## src/rtl/four_point_homography_solver_defines.svh

```systemverilog
// Assertion macros shared by the solver RTL.
// Needs clk and rst_n in the scope where a macro is used.
`ifndef FOUR_POINT_HOMOGRAPHY_SOLVER_DEFINES_SVH
`define FOUR_POINT_HOMOGRAPHY_SOLVER_DEFINES_SVH

// Checks a property at every clock edge outside reset.
`define FHS_ASSERT(lbl, prop, msg) \
  lbl: assert property (@(posedge clk) disable iff (!rst_n) prop) else $error(msg);

// Checks that a condition in one cycle implies another in the next cycle.
`define FHS_ASSERT_NEXT(lbl, pre, post, msg) \
  lbl: assert property (@(posedge clk) disable iff (!rst_n) (pre) |=> (post)) else $error(msg);

`endif

```

## src/rtl/fhs_pkg.sv

```systemverilog
// Shared types, constants and the sequencer state type of the solver.
// No dependencies.
package fhs_pkg;

  localparam int WORD_W     = 64;
  localparam int VAL_W      = 48;
  localparam int ROWS       = 8;
  localparam int COLS       = 9;
  localparam int MEM_DEPTH  = ROWS * COLS;
  localparam int ADDR_W     = 7;
  localparam int SLOT_W     = 4;
  localparam int CFG_IDX_W  = 1;
  localparam int CFG_DATA_W = 5;

  typedef logic signed [WORD_W-1:0] word_t;
  typedef logic [ADDR_W-1:0]        addr_t;

  localparam word_t SMAX   = 64'sh7FFF_FFFF_FFFF_FFFF;
  localparam word_t VMAX64 = 64'sh0000_7FFF_FFFF_FFFF;
  localparam word_t VMIN64 = -VMAX64 - 64'sd1;

  localparam logic [CFG_IDX_W-1:0] CFG_ROW_MAJOR  = 1'b0;
  localparam logic [CFG_IDX_W-1:0] CFG_SLOT_COUNT = 1'b1;

  typedef enum logic [1:0] {
    SRC_H,
    SRC_ONE,
    SRC_ZERO
  } src_kind_t;

  typedef struct packed {
    src_kind_t  kind;
    logic [2:0] hidx;
  } entry_t;

  typedef enum logic [4:0] {
    S_IDLE, S_LOAD,
    S_PRD, S_PCMP,
    S_SW0, S_SW1, S_SW2, S_SW3,
    S_E0, S_E1, S_EDIV, S_E2, S_E3, S_EMUL,
    S_B0, S_B1, S_B2, S_B3, S_BMUL, S_B4, S_B5, S_BDIV,
    S_EMIT
  } fhs_state_t;

  // Source of matrix entry (r,c); n4 selects the 4x4 layout.
  function automatic entry_t entry_of(logic [2:0] r, logic [2:0] c, logic n4);
    entry_t e;
    e.kind = SRC_H;
    e.hidx = 3'd0;
    unique case ({n4, r, c})
      7'b0_000_000: e.hidx = 3'd0;
      7'b0_000_001: e.hidx = 3'd1;
      7'b0_000_010: e.hidx = 3'd2;
      7'b0_001_000: e.hidx = 3'd3;
      7'b0_001_001: e.hidx = 3'd4;
      7'b0_001_010: e.hidx = 3'd5;
      7'b0_010_000: e.hidx = 3'd6;
      7'b0_010_001: e.hidx = 3'd7;
      7'b0_010_010: e.kind = SRC_ONE;
      7'b1_000_000: e.hidx = 3'd0;
      7'b1_000_001: e.hidx = 3'd1;
      7'b1_000_011: e.hidx = 3'd2;
      7'b1_001_000: e.hidx = 3'd3;
      7'b1_001_001: e.hidx = 3'd4;
      7'b1_001_011: e.hidx = 3'd5;
      7'b1_010_010: e.kind = SRC_ONE;
      7'b1_011_000: e.hidx = 3'd6;
      7'b1_011_001: e.hidx = 3'd7;
      7'b1_011_011: e.kind = SRC_ONE;
      default:      e.kind = SRC_ZERO;
    endcase
    return e;
  endfunction

endpackage

```

## src/rtl/fhs_mem.sv

```systemverilog
// Augmented system store: 72 words, one write and one registered read port.
// Depends on fhs_pkg.
module fhs_mem
  import fhs_pkg::*;
(
  input  logic  clk,
  input  logic  we,
  input  addr_t waddr,
  input  word_t wdata,
  input  logic  re,
  input  addr_t raddr,
  output word_t rdata
);

  word_t mem [MEM_DEPTH];
  word_t rdata_r;

  always_ff @(posedge clk) begin
    if (we) begin
      mem[waddr] <= wdata;
    end
    if (re) begin
      rdata_r <= mem[raddr];
    end
  end

  assign rdata = rdata_r;

endmodule

```

## config.mk

```make
export PLATFORM = sky130hd
export DESIGN_NAME = fhs_mem
export DESIGN_NICKNAME = d
export VERILOG_FILES = /design/src/rtl/four_point_homography_solver_defines.svh /design/src/rtl/fhs_pkg.sv /design/src/rtl/fhs_mem.sv
export SDC_FILE = /design/constraint.sdc
export NUM_CORES = 2
export LEC_CHECK = 0
export BUFFER_PORTS_ARGS = -buffer_cell sky130_fd_sc_hd__buf_4
export CAP_MARGIN = 20
export CELL_PAD_IN_SITES_DETAIL_PLACEMENT = 0
export CELL_PAD_IN_SITES_GLOBAL_PLACEMENT = 1
export CORE_MARGIN = 1
export CORE_UTILIZATION = 50
export CTS_CLUSTER_DIAMETER = 30
export CTS_CLUSTER_SIZE = 16
export DETAILED_ROUTE_END_ITERATION = 10
export PLACE_DENSITY = 0.7
export SKIP_LAST_GASP = 1
export SLEW_MARGIN = 40
export SYNTH_ARGS = -nofsm -noshare
export SYNTH_HDL_FRONTEND = slang
export SYNTH_MEMORY_MAX_BITS = 65536
export SYNTH_SLANG_ARGS = --single-unit
```

## constraint.sdc

```tcl
create_clock -name clk -period 7.5 [get_ports clk]
set_input_delay 1.125 -clock clk [delete_from_list [all_inputs] [get_ports clk]]
set_output_delay 1.125 -clock clk [all_outputs]
set_load 0.05 [all_outputs]
```

==> flow_summary.ini <==
[final_layout]
layout_common_cells = edfxtp_1 (4672), mux4_2 (924), clkbuf_16 (818)
num-fill-cells = 24200
drive_gt1_share_pct = 30.3
synthToLayoutAreaGrowth_pct = 20.7
final_common_cell = edfxtp_1
register_area_mm2 = 0.140
final_cells = 14100
fin_nets = 8707
multi_input_area_mm2 = 0.0359

[drt]
vias_per_cell = 6.48
vias = 91200
wl_per_cell_um = 37.2
first_pass_iters = 6
drcViolationCount = 0
final_antenna_net_count = 0
drt-total-wl_um = 524000
drtIter0Drc = 11800

[synthesis]
netlist_instances = 7835
yosys.area.top_type = edfxtp_1
synth_top_cell_area_share_pct = 78.9
synth_cell_type_count = 36
synth_area_mm2 = 0.178
seq_area_frac_synth_pct = 78.9
syn-mean-instance-area_um2 = 22.7
yosysWarnings = 0
ys_seq_elements = 4672
syn-num-nets = 7916
synth_area_leaders = edfxtp_1 (79%), mux4_2 (12%), mux2i_1 (4.0%)

[cts]
cts_max_level = 6
post_cts_resized = 0
clk_pin_slew_ps = 50
postCtsHoldBufs = 0
clk_latency_ps = 1070
post-cts-setup-buffers = 0
cts.sinks = 4672
max-clock-path-buffers = 4
cts_root_buf = clkbuf_16
cts_tree = built
cts_buffers = 811

[setup_path]
crit_path_end_kind = register
arrival_ps = 4610
r2r_setup_slack_ps = 5010
worstPathMaxFanout = 75
r2r-start = mem[31][3]
crit_type = in2reg
crit_path_start = raddr[2]
required_ps = 8270
ff2ff_path_depth = 5
start_kind = primary input
r2r-end = rdata[3]
setup.worst_path.end = rdata[1]

[sta]
slew_headroom_pct = 36.4
rsz0062_at_grt = no
min_period_ps = 3840
finalClockSkew_ps = 74.0
period_share_pct = 51.2
timing.fmax_ghz = 0.260
maxSlewViolCount = 0
tightest_slew_ps = 954
setup_viol = 0
hold_violations = 0
fin_tns_setup_ps = 0

[placed_design]
placedCellCount = 12500
dp_hpwl_um = 261000
port-buffer-count = 144
gp_congestion = 0.791

[floorplan]
coreArea_mm2 = 0.353
num_rows = 218
dieWidth_um = 598
io_pins = 145
dieArea_mm2 = 0.358
start_util_pct = 50.3
fp.dieH_um = 598

[power]
ir_worst_vdd_uv = 286
p_total_mw = 68.4
leakage_nw = 70.0
power_density_mw_per_mm2 = 319

[global_route]
overflow = 0
grt_pass1_wl_um = 722000
grt_pass1_vias = 91500
grt_antenna_before_repair = 30
grt_max_degree = 122
track_usage_pct = 29.2

[min_path]
min_path_type = in2reg

[status]
status = finished clean

[run]
cap_violations = 0
-- worst max-delay path: stages --
cell and delay (ps):
buf_8 440, buf_12 370, buf_16 370, buf_4 490, mux4_2 370, mux2i_1 260, o22ai_1 120, a2111oi_0 660
nor4_1 150
-- how the worst min path moves through the flow --
stage	from	depth (start not counted)	end
after floorplan	mem[59][20]	3	rdata[20]
after global placement	mem[32][7]	3	rdata[7]
after detailed placement	mem[32][7]	3	rdata[7]
after CTS	wdata[56]	1	mem[68][56]
after global routing	re	1	rdata[16]
final	wdata[15]	1	mem[30][15]
-- cell usage after synthesis (all sizes together) --
cell     number
edfxtp     4672
mux4        924
mux2i       717
buf         266
clkbuf      167
nand2       149
a22oi       147
o22ai       128
nor2        118
a221oi      101
mux2         57
nor2b        45
o21ai        43
a211oi       40
nand2b       35
a2111oi      30
nor4         30
a21oi        25
a32oi        25
o211a        25
nand3        18
o211ai       15
nand4        11
o221ai       11
a41oi         9
o22a          9
and4b         5
nor3          4
or2           4
nand3b        2
and2          1
and3          1
nor3b         1
-- sequential cells by signal, indices dropped and copies added, names as in the netlist --
signal	cells
rdata	64
mem	4608
-- area by class of cell --
class                           instances  share of cell area (%)
Clock buffer                          896                    9.67
Timing Repair Buffer                  411                    2.10
Clock inverter                        623                    3.32
Tap cell                             4730                    2.76
Antenna cell                           13                  0.0152
Sequential cell                      4672                    65.4
Multi-Input combinational cell       2730                    16.7
-- where the power goes --
part / internal [mW] / switching, mW / leakage [nW]
Combinational: 0.857 / 1.58 / 14.7
Sequential: 28.9 / 0.0807 / 42.0
Clock: 23.8 / 13.2 / 13.3
-- routing by layer --
| layer | GRT usage, % | routed length [µm] | up-vias |
|---|---|---|---|
| met5 | 0 | 104 | - |
| met4 | 12.0 | 23200 | 14 |
| met3 | 5.35 | 50200 | 1100 |
| met2 | 46.9 | 253000 | 5343 |
| met1 | 39.8 | 198000 | 49300 |
| li1 | - | - | 35400 |
-- stage by stage --
step	util, %	hold slack [ps]	cell area (µm²)	setup slack (ps)
floorplan	-	829	178000	957
global placement	52.5	873	186000	2710
detailed placement	52.8	881	186000	2660
CTS	60.7	534	214000	3800
global route	60.7	583	214000	3510
finish	60.7	586	214000	3660
-- logic make-up after synthesis --
kind of cell           count (synthesis)  synth area share [%]
DFF                                 4672                  78.9
muxes                               1698                  16.1
AOI/OAI and AO/OA                    608                  2.55
buffers and inverters                433                  1.30
and+or+nand+nor                      424                  1.12
No activity file was read; power rests on OpenSTA's default activity.
