--- config.mk ---
export PLATFORM = sky130hd
export DESIGN_NAME = fhs_mul
export DESIGN_NICKNAME = d
export VERILOG_FILES = /design/src/rtl/four_point_homography_solver_defines.svh /design/src/rtl/fhs_pkg.sv /design/src/rtl/fhs_mul.sv
export SDC_FILE = /design/constraint.sdc
export NUM_CORES = 2
export LEC_CHECK = 0
export ABC_AREA = 1
export BUFFER_PORTS_ARGS = -buffer_cell sky130_fd_sc_hd__buf_2
export CAP_MARGIN = 25
export CORE_MARGIN = 2
export CORE_UTILIZATION = 50
export DETAILED_ROUTE_END_ITERATION = 16
export MAX_ROUTING_LAYER = met4
export PLACE_DENSITY = 0.75
export REMOVE_ABC_BUFFERS = 1
export SYNTH_ARGS = -nofsm -noshare
export SYNTH_HDL_FRONTEND = slang
export SYNTH_SLANG_ARGS = --single-unit
--- constraint.sdc ---
create_clock -name clk -period 8.8 [get_ports clk]
set_input_delay 0.88 -clock clk [delete_from_list [all_inputs] [get_ports clk]]
set_output_delay 0.88 -clock clk [all_outputs]
set_load 0.01 [all_outputs]
--- src/rtl/four_point_homography_solver_defines.svh ---
// Assertion macros shared by the solver RTL.
// Needs clk and rst_n in the scope where a macro is used.
`ifndef FOUR_POINT_HOMOGRAPHY_SOLVER_DEFINES_SVH
`define FOUR_POINT_HOMOGRAPHY_SOLVER_DEFINES_SVH

// Checks a property at every clock edge outside reset.
`define FHS_ASSERT(lbl, prop, msg) \
  lbl: assert property (@(posedge clk) disable iff (!rst_n) prop) else $error(msg);

// Checks that a condition in one cycle implies another in the next cycle.
`define FHS_ASSERT_NEXT(lbl, pre, post, msg) \
  lbl: assert property (@(posedge clk) disable iff (!rst_n) (pre) |=> (post)) else $error(msg);

`endif

--- src/rtl/fhs_pkg.sv ---
// Shared types, constants and the sequencer state type of the solver.
// No dependencies.
package fhs_pkg;

  localparam int WORD_W     = 64;
  localparam int VAL_W      = 48;
  localparam int ROWS       = 8;
  localparam int COLS       = 9;
  localparam int MEM_DEPTH  = ROWS * COLS;
  localparam int ADDR_W     = 7;
  localparam int SLOT_W     = 4;
  localparam int CFG_IDX_W  = 1;
  localparam int CFG_DATA_W = 5;

  typedef logic signed [WORD_W-1:0] word_t;
  typedef logic [ADDR_W-1:0]        addr_t;

  localparam word_t SMAX   = 64'sh7FFF_FFFF_FFFF_FFFF;
  localparam word_t VMAX64 = 64'sh0000_7FFF_FFFF_FFFF;
  localparam word_t VMIN64 = -VMAX64 - 64'sd1;

  localparam logic [CFG_IDX_W-1:0] CFG_ROW_MAJOR  = 1'b0;
  localparam logic [CFG_IDX_W-1:0] CFG_SLOT_COUNT = 1'b1;

  typedef enum logic [1:0] {
    SRC_H,
    SRC_ONE,
    SRC_ZERO
  } src_kind_t;

  typedef struct packed {
    src_kind_t  kind;
    logic [2:0] hidx;
  } entry_t;

  typedef enum logic [4:0] {
    S_IDLE, S_LOAD,
    S_PRD, S_PCMP,
    S_SW0, S_SW1, S_SW2, S_SW3,
    S_E0, S_E1, S_EDIV, S_E2, S_E3, S_EMUL,
    S_B0, S_B1, S_B2, S_B3, S_BMUL, S_B4, S_B5, S_BDIV,
    S_EMIT
  } fhs_state_t;

  // Source of matrix entry (r,c); n4 selects the 4x4 layout.
  function automatic entry_t entry_of(logic [2:0] r, logic [2:0] c, logic n4);
    entry_t e;
    e.kind = SRC_H;
    e.hidx = 3'd0;
    unique case ({n4, r, c})
      7'b0_000_000: e.hidx = 3'd0;
      7'b0_000_001: e.hidx = 3'd1;
      7'b0_000_010: e.hidx = 3'd2;
      7'b0_001_000: e.hidx = 3'd3;
      7'b0_001_001: e.hidx = 3'd4;
      7'b0_001_010: e.hidx = 3'd5;
      7'b0_010_000: e.hidx = 3'd6;
      7'b0_010_001: e.hidx = 3'd7;
      7'b0_010_010: e.kind = SRC_ONE;
      7'b1_000_000: e.hidx = 3'd0;
      7'b1_000_001: e.hidx = 3'd1;
      7'b1_000_011: e.hidx = 3'd2;
      7'b1_001_000: e.hidx = 3'd3;
      7'b1_001_001: e.hidx = 3'd4;
      7'b1_001_011: e.hidx = 3'd5;
      7'b1_010_010: e.kind = SRC_ONE;
      7'b1_011_000: e.hidx = 3'd6;
      7'b1_011_001: e.hidx = 3'd7;
      7'b1_011_011: e.kind = SRC_ONE;
      default:      e.kind = SRC_ZERO;
    endcase
    return e;
  endfunction

endpackage

--- src/rtl/fhs_mul.sv ---
// Fixed-point multiply, round half away from zero, saturate; 32x32 partial products.
// Depends on fhs_pkg.
module fhs_mul
  import fhs_pkg::*;
#(
  parameter int FRAC_BITS = 32
) (
  input  logic  clk,
  input  logic  rst_n,
  input  logic  start,
  input  word_t a,
  input  word_t b,
  output logic  done,
  output word_t res
);

  localparam logic [127:0] HALF = 128'd1 << (FRAC_BITS - 1);

  logic [63:0]  am_r, bm_r, pp_r;
  logic [1:0]   sh_r;
  logic [127:0] acc_r;
  logic [2:0]   cnt_r;
  logic         busy_r, neg_r, done_r;
  word_t        res_r;
  logic [127:0] pp_sh;
  logic [31:0]  a_half, b_half;
  logic [63:0]  rm;

  always_comb begin
    unique case (sh_r)
      2'd0:    pp_sh = {64'd0, pp_r};
      2'd1:    pp_sh = {32'd0, pp_r, 32'd0};
      default: pp_sh = {pp_r, 64'd0};
    endcase
    a_half = cnt_r[1] ? am_r[63:32] : am_r[31:0];
    b_half = cnt_r[0] ? bm_r[63:32] : bm_r[31:0];
    rm = (|acc_r[127:FRAC_BITS+63]) ? SMAX : {1'b0, acc_r[FRAC_BITS+62:FRAC_BITS]};
  end

  always_ff @(posedge clk) begin
    if (!rst_n) begin
      busy_r <= 1'b0;
      done_r <= 1'b0;
      cnt_r  <= 3'd0;
    end else begin
      done_r <= 1'b0;
      if (start) begin
        am_r   <= a[63] ? 64'(-a) : 64'(a);
        bm_r   <= b[63] ? 64'(-b) : 64'(b);
        neg_r  <= a[63] ^ b[63];
        acc_r  <= '0;
        cnt_r  <= 3'd0;
        busy_r <= 1'b1;
      end else if (busy_r) begin
        cnt_r <= cnt_r + 3'd1;
        if (cnt_r <= 3'd3) begin
          pp_r <= a_half * b_half;
          sh_r <= 2'(cnt_r[1]) + 2'(cnt_r[0]);
          if (cnt_r != 3'd0) begin
            acc_r <= acc_r + pp_sh;
          end
        end else if (cnt_r == 3'd4) begin
          acc_r <= acc_r + pp_sh;
        end else if (cnt_r == 3'd5) begin
          acc_r <= acc_r + HALF;
        end else begin
          res_r  <= neg_r ? -word_t'(rm) : word_t'(rm);
          done_r <= 1'b1;
          busy_r <= 1'b0;
        end
      end
    end
  end

  assign done = done_r;
  assign res  = res_r;

endmodule

==> results.sh <==
export IMPL_status="finished clean"
export IMPL_grt_overflow=0
export IMPL_postCtsHoldBufs=0
export IMPL_critPathMaxStageDelay_ps=570
export IMPL_vias=71755
export IMPL_grt_usage_pct=46.5
export IMPL_die_area_sq_um=146000
export IMPL_cts_made_buffers=50
export IMPL_cap_violations=0
export IMPL_worst_path_stages=27
export IMPL_grt_max_degree=130
export IMPL_cp_common_cell="fa_1"
export IMPL_ys_seq_elements=392
export IMPL_fin_skew_ps=50.3
export IMPL_slowest_stage="fa_1"
export IMPL_crit_required_ps=9220
export IMPL_first_pass_iters=6
export IMPL_io_buffers=195
export IMPL_final_cell_area_sq_um=77700
export IMPL_synthArstFlopShare_pct=0
export IMPL_fin_crit_ps=8610
export IMPL_grt_pass1_vias=71579
export IMPL_max_freq_mhz=116
export IMPL_slew_violations=0
export IMPL_r2r_cells=27
export IMPL_clockBufferDepth=3
export IMPL_cp_max_fo=17
export IMPL_core_sq_um=142000
export IMPL_dp_hpwl_um=283000
export IMPL_setup_viol=0
export IMPL_yosysUniqueCellTypes=58
export IMPL_ant_nets=0
export IMPL_worst_pin_slew_ps=1160
export IMPL_critical_path_class="flop to flop"
export IMPL_clock_sinks=392
export IMPL_tritoncts="built"
export IMPL_synth_edf_count=387
export IMPL_ys_warn_count=0
export IMPL_hold_path_class="primary input to flop"
export IMPL_antenna_found_initial=24
export IMPL_endpoint_kind="flop"
export IMPL_post_route_period_util_pct=97.8
export IMPL_rows=138
export IMPL_area_growth_pct=8.48
export IMPL_fin_nets=11829
export IMPL_synthesis_area_sq_um=71700
export IMPL_die_w_um=383
export IMPL_syn_area_per_cell_sq_um=7.02
export IMPL_postPlaceCellArea_sq_um=75800
export IMPL_viasPerCell=5.81
export IMPL_io_pins=196
export IMPL_arrival_ps=9030
export IMPL_relSlewSlack_pct=22.0
export IMPL_hold_depth=1
export IMPL_clkTransAtPathRegs_ps=70
export IMPL_routedWlPerCell_um=26.9
export IMPL_gp_congestion=1.14
export IMPL_cts_root_buf="clkbuf_16"
export IMPL_finalHoldViolations=0
export IMPL_grt_pass1_wl_um=478000
export IMPL_h_tree_depth=2
export IMPL_path_delay_family="adder cells"
export IMPL_worst_path_buf_inv=7
export IMPL_drt_drc_violations_left=0
export IMPL_die_y_um=383
export IMPL_ys_seq_area_share_pct=16.4
export IMPL_critPathLaunchType="flop"
export IMPL_clk_latency_ps=690
export IMPL_routed_wl_um=332000
export IMPL_syn_inst=10203
export IMPL_start_util_pct=50.5
export IMPL_synth_ff_type="edfxtp_1"
export IMPL_drt_iter0_drc=8547
export IMPL_drive_gt1_share_pct=6.95
flip-flops by register name, summed over array words and instances, names as in the netlist:
register,count
busy_r,1
cnt_r,3
res,64
sh_r,2
bm_r,64
am_r,64
done,1
neg_r,1
acc_r,128
pp_r,64
cell type report:
| type | instances | area [sq um] |
|---|---|---|
| fill | 13694 | 64200 |
| multi-input combinational | 7309 | 50700 |
| clock buffer | 56 | 1290 |
| antenna | 24 | 60.1 |
| clock inverter | 33 | 338 |
| inverter | 2239 | 8440 |
| tap | 1890 | 2360 |
| timing repair buffer | 411 | 2770 |
| sequential | 392 | 11700 |
cells in the mapped netlist, types with 31 or more instances:
master / number / share of area, %
inv_1: 2198 / 12
nand2_1: 2402 / 13
nor4_1: 48 / 0.42
fa_1: 897 / 25
nor2_1: 1543 / 8.1
a21oi_1: 344 / 2.4
nand3_1: 371 / 2.6
ha_1: 398 / 6.9
o21ai_1: 52 / 0.36
clkinv_1: 31 / 0.16
edfxtp_1: 387 / 16
o21bai_1: 68 / 0.71
nand4_1: 154 / 1.3
nor3_1: 131 / 0.91
xor2_1: 226 / 2.8
xnor2_1: 74 / 0.90
a31oi_1: 31 / 0.27
clkbuf_1: 225 / 1.2
o21ai_0: 250 / 1.7
o22ai_1: 64 / 0.56
or2_2: 78 / 0.68
per-stage QoR:
step / utilization (%) / hold WS (ps) / setup TNS, ps / std cells / setup WS, ps
3_5_place_dp: 53.4 / 534 / -5.55 / 12232 / -5.55
6_report: 54.8 / 454 / 0 / 12354 / 189
2_1_floorplan: - / 482 / -878990 / 9940 / -4280
4_1_cts: 54.6 / 436 / 0 / 12321 / 86.3
5_1_grt: 54.8 / 458 / -7.83 / 12353 / -7.83
3_3_place_gp: 53.4 / 520 / -32.8 / 12230 / -32.8
final timing paths:
| kind | from | end | slack, ps |
|---|---|---|---|
| max reg2reg | cnt_r[0] | pp_r[60] | 190 |
| min reg2reg | busy_r | cnt_r[0] | 560 |
| min | b[0] | bm_r[0] | 450 |
| max | cnt_r[0] | pp_r[60] | 190 |
kinds of logic after synthesis:
kind of cell,after synthesis,share of synthesized area (%)
compound gates,872,6.73
buf+inv,2502,13.2
simple gates,4842,28.0
fa+ha+maj,1295,32.0
xor+xnor,300,3.67
flops,392,16.4
cells in the final DEF (no fill, tap or decap), drive strengths merged, types with 68 or more instances in the layout:
cell    Yosys  routed
nand2    2409    2409
inv      2208    2212
nor2     1577    1577
fa        897     897
buf        38     411
ha        398     398
nand3     397     397
edfxtp    387     387
a21oi     344     344
o21ai     303     303
xor2      226     226
nand4     158     158
nor3      137     137
or2        79      79
xnor2      74      74
o21bai     68      68
routing by layer:
metal	vias to the layer above	wire length (um)	GRT usage [%]
li1	31588	-	-
met1	34588	120000	54.3
met2	4421	148000	71.7
met3	1158	34300	9.49
met4	0	30600	33.2
met5	-	0	-
timing repair:
item,4_1_cts,5_1_grt
gates cloned,0,0
buffers inserted,0,8
endpoints found under the setup margin,1,33
gates resized for setup,1,34
Power is not shown: default switching activity piles up to over one toggle a cycle in this logic, so the estimate is an artifact.
