--- config.mk ---
export PLATFORM = sky130hd
export DESIGN_NAME = fhs_div
export DESIGN_NICKNAME = d
export VERILOG_FILES = /design/src/rtl/four_point_homography_solver_defines.svh /design/src/rtl/fhs_pkg.sv /design/src/rtl/fhs_div.sv
export SDC_FILE = /design/constraint.sdc
export NUM_CORES = 1
export LEC_CHECK = 0
export BUFFER_PORTS_ARGS = -buffer_cell sky130_fd_sc_hd__buf_2
export CORE_UTILIZATION = 45
export CTS_CLUSTER_DIAMETER = 100
export DETAILED_ROUTE_END_ITERATION = 7
export GPL_TIMING_DRIVEN = 1
export PLACE_DENSITY = 0.73
export SYNTH_ARGS = -nofsm -noshare
export SYNTH_HDL_FRONTEND = slang
export SYNTH_SLANG_ARGS = --single-unit
--- constraint.sdc ---
create_clock -name clk -period 10.4 [get_ports clk]
set_clock_uncertainty 0.15 [all_clocks]
set_input_delay 2.6 -clock clk [delete_from_list [all_inputs] [get_ports clk]]
set_output_delay 2.6 -clock clk [all_outputs]
set_load 0.05 [all_outputs]
--- src/rtl/four_point_homography_solver_defines.svh ---
// Assertion macros shared by the solver RTL.
// Needs clk and rst_n in the scope where a macro is used.
`ifndef FOUR_POINT_HOMOGRAPHY_SOLVER_DEFINES_SVH
`define FOUR_POINT_HOMOGRAPHY_SOLVER_DEFINES_SVH

// Checks a property at every clock edge outside reset.
`define FHS_ASSERT(lbl, prop, msg) \
  lbl: assert property (@(posedge clk) disable iff (!rst_n) prop) else $error(msg);

// Checks that a condition in one cycle implies another in the next cycle.
`define FHS_ASSERT_NEXT(lbl, pre, post, msg) \
  lbl: assert property (@(posedge clk) disable iff (!rst_n) (pre) |=> (post)) else $error(msg);

`endif

--- src/rtl/fhs_pkg.sv ---
// Shared types, constants and the sequencer state type of the solver.
// No dependencies.
package fhs_pkg;

  localparam int WORD_W     = 64;
  localparam int VAL_W      = 48;
  localparam int ROWS       = 8;
  localparam int COLS       = 9;
  localparam int MEM_DEPTH  = ROWS * COLS;
  localparam int ADDR_W     = 7;
  localparam int SLOT_W     = 4;
  localparam int CFG_IDX_W  = 1;
  localparam int CFG_DATA_W = 5;

  typedef logic signed [WORD_W-1:0] word_t;
  typedef logic [ADDR_W-1:0]        addr_t;

  localparam word_t SMAX   = 64'sh7FFF_FFFF_FFFF_FFFF;
  localparam word_t VMAX64 = 64'sh0000_7FFF_FFFF_FFFF;
  localparam word_t VMIN64 = -VMAX64 - 64'sd1;

  localparam logic [CFG_IDX_W-1:0] CFG_ROW_MAJOR  = 1'b0;
  localparam logic [CFG_IDX_W-1:0] CFG_SLOT_COUNT = 1'b1;

  typedef enum logic [1:0] {
    SRC_H,
    SRC_ONE,
    SRC_ZERO
  } src_kind_t;

  typedef struct packed {
    src_kind_t  kind;
    logic [2:0] hidx;
  } entry_t;

  typedef enum logic [4:0] {
    S_IDLE, S_LOAD,
    S_PRD, S_PCMP,
    S_SW0, S_SW1, S_SW2, S_SW3,
    S_E0, S_E1, S_EDIV, S_E2, S_E3, S_EMUL,
    S_B0, S_B1, S_B2, S_B3, S_BMUL, S_B4, S_B5, S_BDIV,
    S_EMIT
  } fhs_state_t;

  // Source of matrix entry (r,c); n4 selects the 4x4 layout.
  function automatic entry_t entry_of(logic [2:0] r, logic [2:0] c, logic n4);
    entry_t e;
    e.kind = SRC_H;
    e.hidx = 3'd0;
    unique case ({n4, r, c})
      7'b0_000_000: e.hidx = 3'd0;
      7'b0_000_001: e.hidx = 3'd1;
      7'b0_000_010: e.hidx = 3'd2;
      7'b0_001_000: e.hidx = 3'd3;
      7'b0_001_001: e.hidx = 3'd4;
      7'b0_001_010: e.hidx = 3'd5;
      7'b0_010_000: e.hidx = 3'd6;
      7'b0_010_001: e.hidx = 3'd7;
      7'b0_010_010: e.kind = SRC_ONE;
      7'b1_000_000: e.hidx = 3'd0;
      7'b1_000_001: e.hidx = 3'd1;
      7'b1_000_011: e.hidx = 3'd2;
      7'b1_001_000: e.hidx = 3'd3;
      7'b1_001_001: e.hidx = 3'd4;
      7'b1_001_011: e.hidx = 3'd5;
      7'b1_010_010: e.kind = SRC_ONE;
      7'b1_011_000: e.hidx = 3'd6;
      7'b1_011_001: e.hidx = 3'd7;
      7'b1_011_011: e.kind = SRC_ONE;
      default:      e.kind = SRC_ZERO;
    endcase
    return e;
  endfunction

endpackage

--- src/rtl/fhs_div.sv ---
// Fixed-point divide a*2^F/b, one quotient bit per cycle, rounded and saturated.
// Depends on fhs_pkg.
module fhs_div
  import fhs_pkg::*;
#(
  parameter int FRAC_BITS = 32
) (
  input  logic  clk,
  input  logic  rst_n,
  input  logic  start,
  input  word_t a,
  input  word_t b,
  output logic  done,
  output word_t res
);

  localparam int QW = WORD_W + FRAC_BITS;
  localparam int CW = $clog2(QW + 1);

  logic [QW-1:0] num_r, q_r;
  logic [63:0]   rem_r, d_r;
  logic [CW-1:0] cnt_r;
  logic          busy_r, neg_r, done_r;
  word_t         res_r;
  logic [64:0]   rs;
  logic          ge, up;
  logic [QW:0]   qf;
  logic [63:0]   rm;

  always_comb begin
    rs = {rem_r, num_r[QW-1]};
    ge = rs >= {1'b0, d_r};
    up = rem_r >= (d_r - rem_r);
    qf = {1'b0, q_r} + (QW+1)'(up);
    rm = (|qf[QW:63]) ? SMAX : {1'b0, qf[62:0]};
  end

  always_ff @(posedge clk) begin
    if (!rst_n) begin
      busy_r <= 1'b0;
      done_r <= 1'b0;
      cnt_r  <= '0;
    end else begin
      done_r <= 1'b0;
      if (start) begin
        num_r  <= QW'(a[63] ? 64'(-a) : 64'(a)) << FRAC_BITS;
        d_r    <= b[63] ? 64'(-b) : 64'(b);
        neg_r  <= a[63] ^ b[63];
        rem_r  <= '0;
        q_r    <= '0;
        cnt_r  <= CW'(QW);
        busy_r <= 1'b1;
      end else if (busy_r) begin
        if (cnt_r != '0) begin
          rem_r <= ge ? 64'(rs - {1'b0, d_r}) : rs[63:0];
          q_r   <= {q_r[QW-2:0], ge};
          num_r <= {num_r[QW-2:0], 1'b0};
          cnt_r <= cnt_r - CW'(1);
        end else begin
          res_r  <= neg_r ? -word_t'(rm) : word_t'(rm);
          done_r <= 1'b1;
          busy_r <= 1'b0;
        end
      end
    end
  end

  assign done = done_r;
  assign res  = res_r;

endmodule

==> results of run 1 <==
synth_stat cells, drive strengths merged, types with 43 or more instances:
| master | instances | area (sq um) |
|---|---|---|
| ha | 198 | 2480 |
| nor2 | 273 | 1020 |
| xnor2 | 178 | 1560 |
| a21oi | 311 | 1560 |
| nand4 | 84 | 526 |
| clkbuf | 139 | 522 |
| nand3 | 92 | 460 |
| nor2b | 116 | 726 |
| nand2 | 297 | 1110 |
| o31ai | 47 | 377 |
| o21ai | 165 | 826 |
| and3 | 43 | 269 |
| inv | 192 | 721 |
| edfxtp | 353 | 10600 |
| nor3 | 105 | 526 |
| xor2 | 146 | 1280 |
| nor4 | 57 | 369 |
| a21o | 93 | 698 |
routing by layer:
layer | routed length (um) | track usage [%] | share of wire [%] | vias up
li1 | - | - | - | 12900
met1 | 36600 | 32.3 | 47 | 12300
met2 | 35200 | 35.8 | 45 | 755
met3 | 4420 | 3.05 | 5.7 | 130
met4 | 1970 | 6.49 | 2.5 | 0
met5 | 0 | 0 | 0 | -
registers in the layout (all words and copies together) (netlist names):
register	count
cnt_r	7
done	1
d_r	64
busy_r	1
neg_r	1
num_r	64
res	64
q_r	96
rem_r	64
power groups by stage:
| stage | Clock (uW) | Combinational, uW | Sequential, uW |
|---|---|---|---|
| 2_1_floorplan | 0 | 1170 | 1850 |
| 3_3_place_gp | 0 | 1540 | 1870 |
| 3_5_place_dp | 0 | 1550 | 1880 |
| 4_1_cts | 1540 | 1570 | 1850 |
| 5_1_grt | 1590 | 1780 | 1860 |
| 6_report | 1500 | 1600 | 1850 |
tightest hold or removal path, cell delays in order, from the launching register on:
cell	delay, ns
dfxtp_1	0.30
inv_1	0.07
nor3_1	0.06
area by class of cell:
cell class / count / area (sq um)
Clock buffer: 52 / 1150
Fill cell: 6059 / 31500
Tap cell: 855 / 1070
Timing Repair Buffer: 260 / 1490
Inverter: 192 / 721
Clock inverter: 27 / 225
Sequential cell: 362 / 10800
Multi-Input combinational cell: 2697 / 17800
cells by family (layout without fill, tap and decap cells):
family                     after synthesis  after routing  share of synthesized area (%)
and+or+nand+nor                       1244           1244                           21.2
AOI/OAI and AO/OA                      903            903                           19.3
DFF                                    362            362                           36.3
buffers and inverters                  336            531                           4.28
xor gates and xnor gates               324            324                           9.56
adders and majority gates              200            200                           8.48
muxes                                   26             26                          0.910
per-stage QoR:
step	setup slack, ns	cell area (sq um)	util [%]	TNS (ns)
2_1_floorplan	0.0201	29700	-	0
3_3_place_gp	-0.392	31700	49.0	-2.63
3_5_place_dp	-0.570	31700	49.0	-5.05
4_1_cts	0.170	33100	51.1	0
5_1_grt	-0.0131	33300	51.3	-0.0215
6_report	0.533	33300	51.3	0
repair_timing:
item	4_1_cts	5_1_grt
cloned	0	0
gates resized for setup	9	24
buffers inserted	0	2
setup endpoints to repair	21	20
pin swaps	0	5
worst max path at each step:
stage / slack (ns) / depth (start not counted) / endpoint / from
after global placement: -0.39 / 44 / res[58] / rem_r[13]
after global routing: -0.01 / 52 / res[54] / d_r[0]
final: 0.53 / 49 / res[54] / rem_r[17]
after detailed placement: -0.57 / 44 / res[54] / d_r[1]
after CTS: 0.17 / 48 / res[54] / d_r[0]
after floorplan: 0.02 / 46 / res[54] / d_r[0]
==> impl_metrics.py, run 1 <==
metrics = {
    "outcome": {
        "status": "finished, final reports clean",
    },
    "timing": {
        "slew_viol_final": 0,
        "whs_ns": 0.328,
        "tightest_slew_ns": 1.14,
        "period_needed_ns": 9.87,
        "max-slew-margin-rel_pct": 23.7,
        "setup_viol": 0,
        "max_freq_mhz": 101,
        "hold_violations": 0,
        "period_share_pct": 94.9,
    },
    "pwr": {
        "power_switching_uw": 1680,
        "combPwrFrac_pct": 32.3,
        "p_int_uw": 3270,
        "power.leakage_uw": 0.0129,
        "vdd_drop_max_uv": 134,
        "sw_frac_of_total_pct": 33.9,
        "p_per_area_nw_per_um2": 149,
        "seqPwrFrac_pct": 37.4,
        "finalPower_uw": 4940,
        "clock_power_share_pct": 30.3,
    },
    "critical_path": {
        "crit_type": "flip-flop to flip-flop",
        "crit_top_cell": "buf_4",
        "startpoint_type": "flip-flop",
        "path_max_fanout": 9,
        "reg2regPathDepth": 49,
        "cp_slowest_stage_delay_ns": 0.61,
        "r2r_slack_ns": 0.53,
        "crit_family": "compound AO/OA/AOI/OAI gates",
        "r2r_end": "res[54]",
        "critPathSlowestCell": "or4_4",
        "critPathRequiredTime_ns": 10.65,
        "endpoint_kind": "flip-flop",
        "critPathBufInv": 6,
        "r2r_start": "rem_r[17]",
        "crit_arrival_ns": 10.12,
    },
    "synthesis": {
        "ys_seq_area_share_pct": 36.3,
        "synth-seq-cells": 362,
        "async_flop_share_pct": 0,
        "synth-edff-count": 353,
        "ys_types": 79,
        "syn_area_per_cell_sq_um": 8.75,
        "synth_cells": 3395,
        "synth_area_sq_um": 29700,
        "synth_flop_cell": "edfxtp_1",
        "syn_nets": 3726,
        "yosys_warnings": 0,
    },
    "clock_network": {
        "numCtsBuffers": 44,
        "postCtsHoldBufs": 0,
        "cts_tree": "built",
        "h-tree-depth": 2,
        "cts_buffer_depth": 3,
        "numClockSinks": 362,
        "clkTransAtPathRegs_ns": 0.06,
        "insertion_delay_ns": 0.58,
        "root_buffer": "clkbuf_16",
    },
    "finish": {
        "mostFrequentLayoutCells": "edfxtp_1 (353), a21oi_1 (307), nand2_1 (297)",
        "synthToLayoutAreaGrowth_pct": 12.1,
        "nets": 3888,
        "final_cells": 4445,
        "final_common_cell": "edfxtp_1",
        "drive_above_1_share_pct": 11.5,
        "diodes": 0,
    },
    "route": {
        "drc": 0,
        "dr.pass1.iters": 6,
        "drt_iter0_drc": 2274,
        "ant_nets": 0,
        "route.detailed.wl_per_inst_um": 17.6,
        "drt-vias-per-instance": 5.85,
        "wirelength_um": 78200,
        "vias": 26000,
    },
    "grt": {
        "grt_max_degree": 145,
        "antenna_found_initial": 0,
        "track_usage_pct": 22.7,
        "grt-ovfl-total": 0,
        "grt_pass1_wl_um": 125000,
        "grt_pass1_vias": 23900,
    },
    "placed_design": {
        "portBuffers": 195,
        "place_congestion": 0.925,
        "placedCellCount": 4364,
        "hpwlAfterDp_um": 58500,
    },
    "worst_hold_path": {
        "hold_end": "done",
        "min_from": "busy_r",
        "hold_depth": 2,
        "hold_class": "flip-flop to flip-flop",
    },
    "floorplanning": {
        "core_sq_um": 64800,
        "ios": 196,
        "die-area_sq_um": 67000,
        "start_util_pct": 45.8,
        "rows": 93,
        "die_w_um": 259,
        "die_y_um": 259,
    },
    "job": {
        "cap_violations": 0,
    },
}
Power figures use the tool's default switching activity.
==> inputs of run 2 (changes only) <==
- CAP_MARGIN: unset -> 20
- CELL_PAD_IN_SITES_DETAIL_PLACEMENT: unset -> 1
- CELL_PAD_IN_SITES_GLOBAL_PLACEMENT: unset -> 1
- CORE_UTILIZATION: 45 -> 43
- PLACE_DENSITY: 0.73 -> 0.86
==> impl_metrics.py, run 2 (same netlist as run 1, synthesis figures left out) <==
metrics = {
    "pwr": {
        "combPwrFrac_pct": 32.4,
        "finalPower_uw": 5200,
        "sw_frac_of_total_pct": 34.5,
        "clock_power_share_pct": 32.0,
        "seqPwrFrac_pct": 35.6,
        "p_per_area_nw_per_um2": 155,
        "power_switching_uw": 1790,
        "p_int_uw": 3410,
        "power.leakage_uw": 0.0131,
        "vdd_drop_max_uv": 123,
    },
    "floorplanning": {
        "ios": 196,
        "start_util_pct": 43.8,
        "die_y_um": 265,
        "rows": 95,
        "core_sq_um": 67800,
        "die-area_sq_um": 70100,
        "die_w_um": 265,
    },
    "grt": {
        "grt-ovfl-total": 0,
        "grt_max_degree": 158,
        "antenna_found_initial": 1,
        "grt_pass1_vias": 27300,
        "grt_pass1_wl_um": 148000,
        "track_usage_pct": 25.8,
    },
    "critical_path": {
        "crit_arrival_ns": 10.04,
        "endpoint_kind": "flip-flop",
        "crit_type": "flip-flop to flip-flop",
        "critPathRequiredTime_ns": 10.62,
        "startpoint_type": "flip-flop",
        "crit_top_cell": "a21oi_1",
        "cp_slowest_stage_delay_ns": 0.56,
        "path_max_fanout": 4,
        "critPathSlowestCell": "or4_4",
    },
    "route": {
        "drt-vias-per-instance": 5.99,
        "wirelength_um": 93000,
        "vias": 26800,
        "route.detailed.wl_per_inst_um": 20.8,
        "ant_nets": 0,
        "drc": 0,
        "drt_iter0_drc": 1821,
        "dr.pass1.iters": 5,
    },
    "clock_network": {
        "cts_tree": "built",
        "root_buffer": "clkbuf_16",
        "cts_buffer_depth": 3,
        "insertion_delay_ns": 0.59,
        "numCtsBuffers": 46,
        "postCtsHoldBufs": 0,
        "clkTransAtPathRegs_ns": 0.06,
        "h-tree-depth": 2,
        "numClockSinks": 362,
    },
    "timing": {
        "tightest_slew_ns": 1.09,
        "setup_tns_ns": 0,
        "period_needed_ns": 9.82,
        "fin_ws_ns": 0.578,
        "max_freq_mhz": 102,
        "max-slew-margin-rel_pct": 26.5,
        "hold_violations": 0,
        "slew_viol_final": 0,
        "setup_viol": 0,
        "period_share_pct": 94.4,
    },
    "finish": {
        "largest_register": "q_r",
        "largest_register_ffs": 96,
        "nets": 3902,
        "mostFrequentLayoutCells": "edfxtp_1 (353), a21oi_1 (306), nand2_1 (297)",
        "final_common_cell": "edfxtp_1",
        "synthToLayoutAreaGrowth_pct": 13.0,
        "final_cells": 4480,
        "fill_cells": 8024,
        "drive_above_1_share_pct": 12.0,
    },
    "outcome": {
        "status": "finished, final reports clean",
    },
    "placed_design": {
        "placedCellCount": 4388,
        "place_congestion": 0.923,
        "place_ws_ns": -0.424,
        "hpwlAfterDp_um": 69300,
        "portBuffers": 195,
    },
    "job": {
        "cap_violations": 0,
    },
    "worst_hold_path": {
        "hold_class": "flip-flop to flip-flop",
    },
}
==> run 2: critical path: cells and delay by family (launching register included) <==
| kind | cells | cell delay [ns] |
|---|---|---|
| simple gates | 19 | 3.53 |
| compound gates | 18 | 3.36 |
| fa+ha+maj | 5 | 1.24 |
| buf+inv | 5 | 0.65 |
| flops | 1 | 0.38 |
| mux | 1 | 0.16 |
| xor+xnor | 1 | 0.14 |
==> run 2: what timing repair did <==
item,CTS,global route
pin swaps,2,10
endpoints found under the setup margin,15,25
gates resized for setup,9,30
buffers inserted,2,5
gates cloned,0,0
==> run 2: final timing paths <==
check        cells after the start       to  slack (ns)    from
min                              2     done        0.33  busy_r
min reg2reg                      2     done        0.33  busy_r
max reg2reg                     49  res[52]        0.58  d_r[0]
max                             49  res[52]        0.58  d_r[0]
==> run 2: per-layer routing <==
layer / vias to the layer above / track usage (%) / wire (um)
met1: 13200 / 33.9 / 41800
li1: 12800 / - / -
met4: 0 / 8.30 / 2550
met3: 143 / 2.40 / 3260
met2: 598 / 44.6 / 45300
met5: - / 0 / 0
==> run 2: stage by stage <==
step	util [%]	cell area (sq um)	hold WS [ns]
floorplan	-	29700	0.285
global placement	46.9	31800	0.315
detailed placement	46.9	31800	0.323
CTS	49.3	33400	0.334
global route	49.5	33600	0.372
finish	49.5	33600	0.329
==> run 2: power by group through the flow <==
stage                     logic, uW  registers [uW]  clock network (uW)
after floorplan                1170            1850                   0
after global placement         1570            1870                   0
after detailed placement       1630            1880                   0
after CTS                      1650            1850                1700
after global routing           1850            1860                1740
final                          1680            1850                1670
==> run 2: area by class of cell <==
class | instances | area [sq um] | share of cell area, %
diodes | 1 | 2.50 | 0.00746
clock buffers | 53 | 1200 | 3.57
clock inverters | 30 | 329 | 0.980
inverters | 192 | 721 | 2.15
multi-input cells | 2697 | 17800 | 53.2
flip-flops and latches | 362 | 10800 | 32.1
well taps | 873 | 1090 | 3.25
repair buffers | 272 | 1600 | 4.77
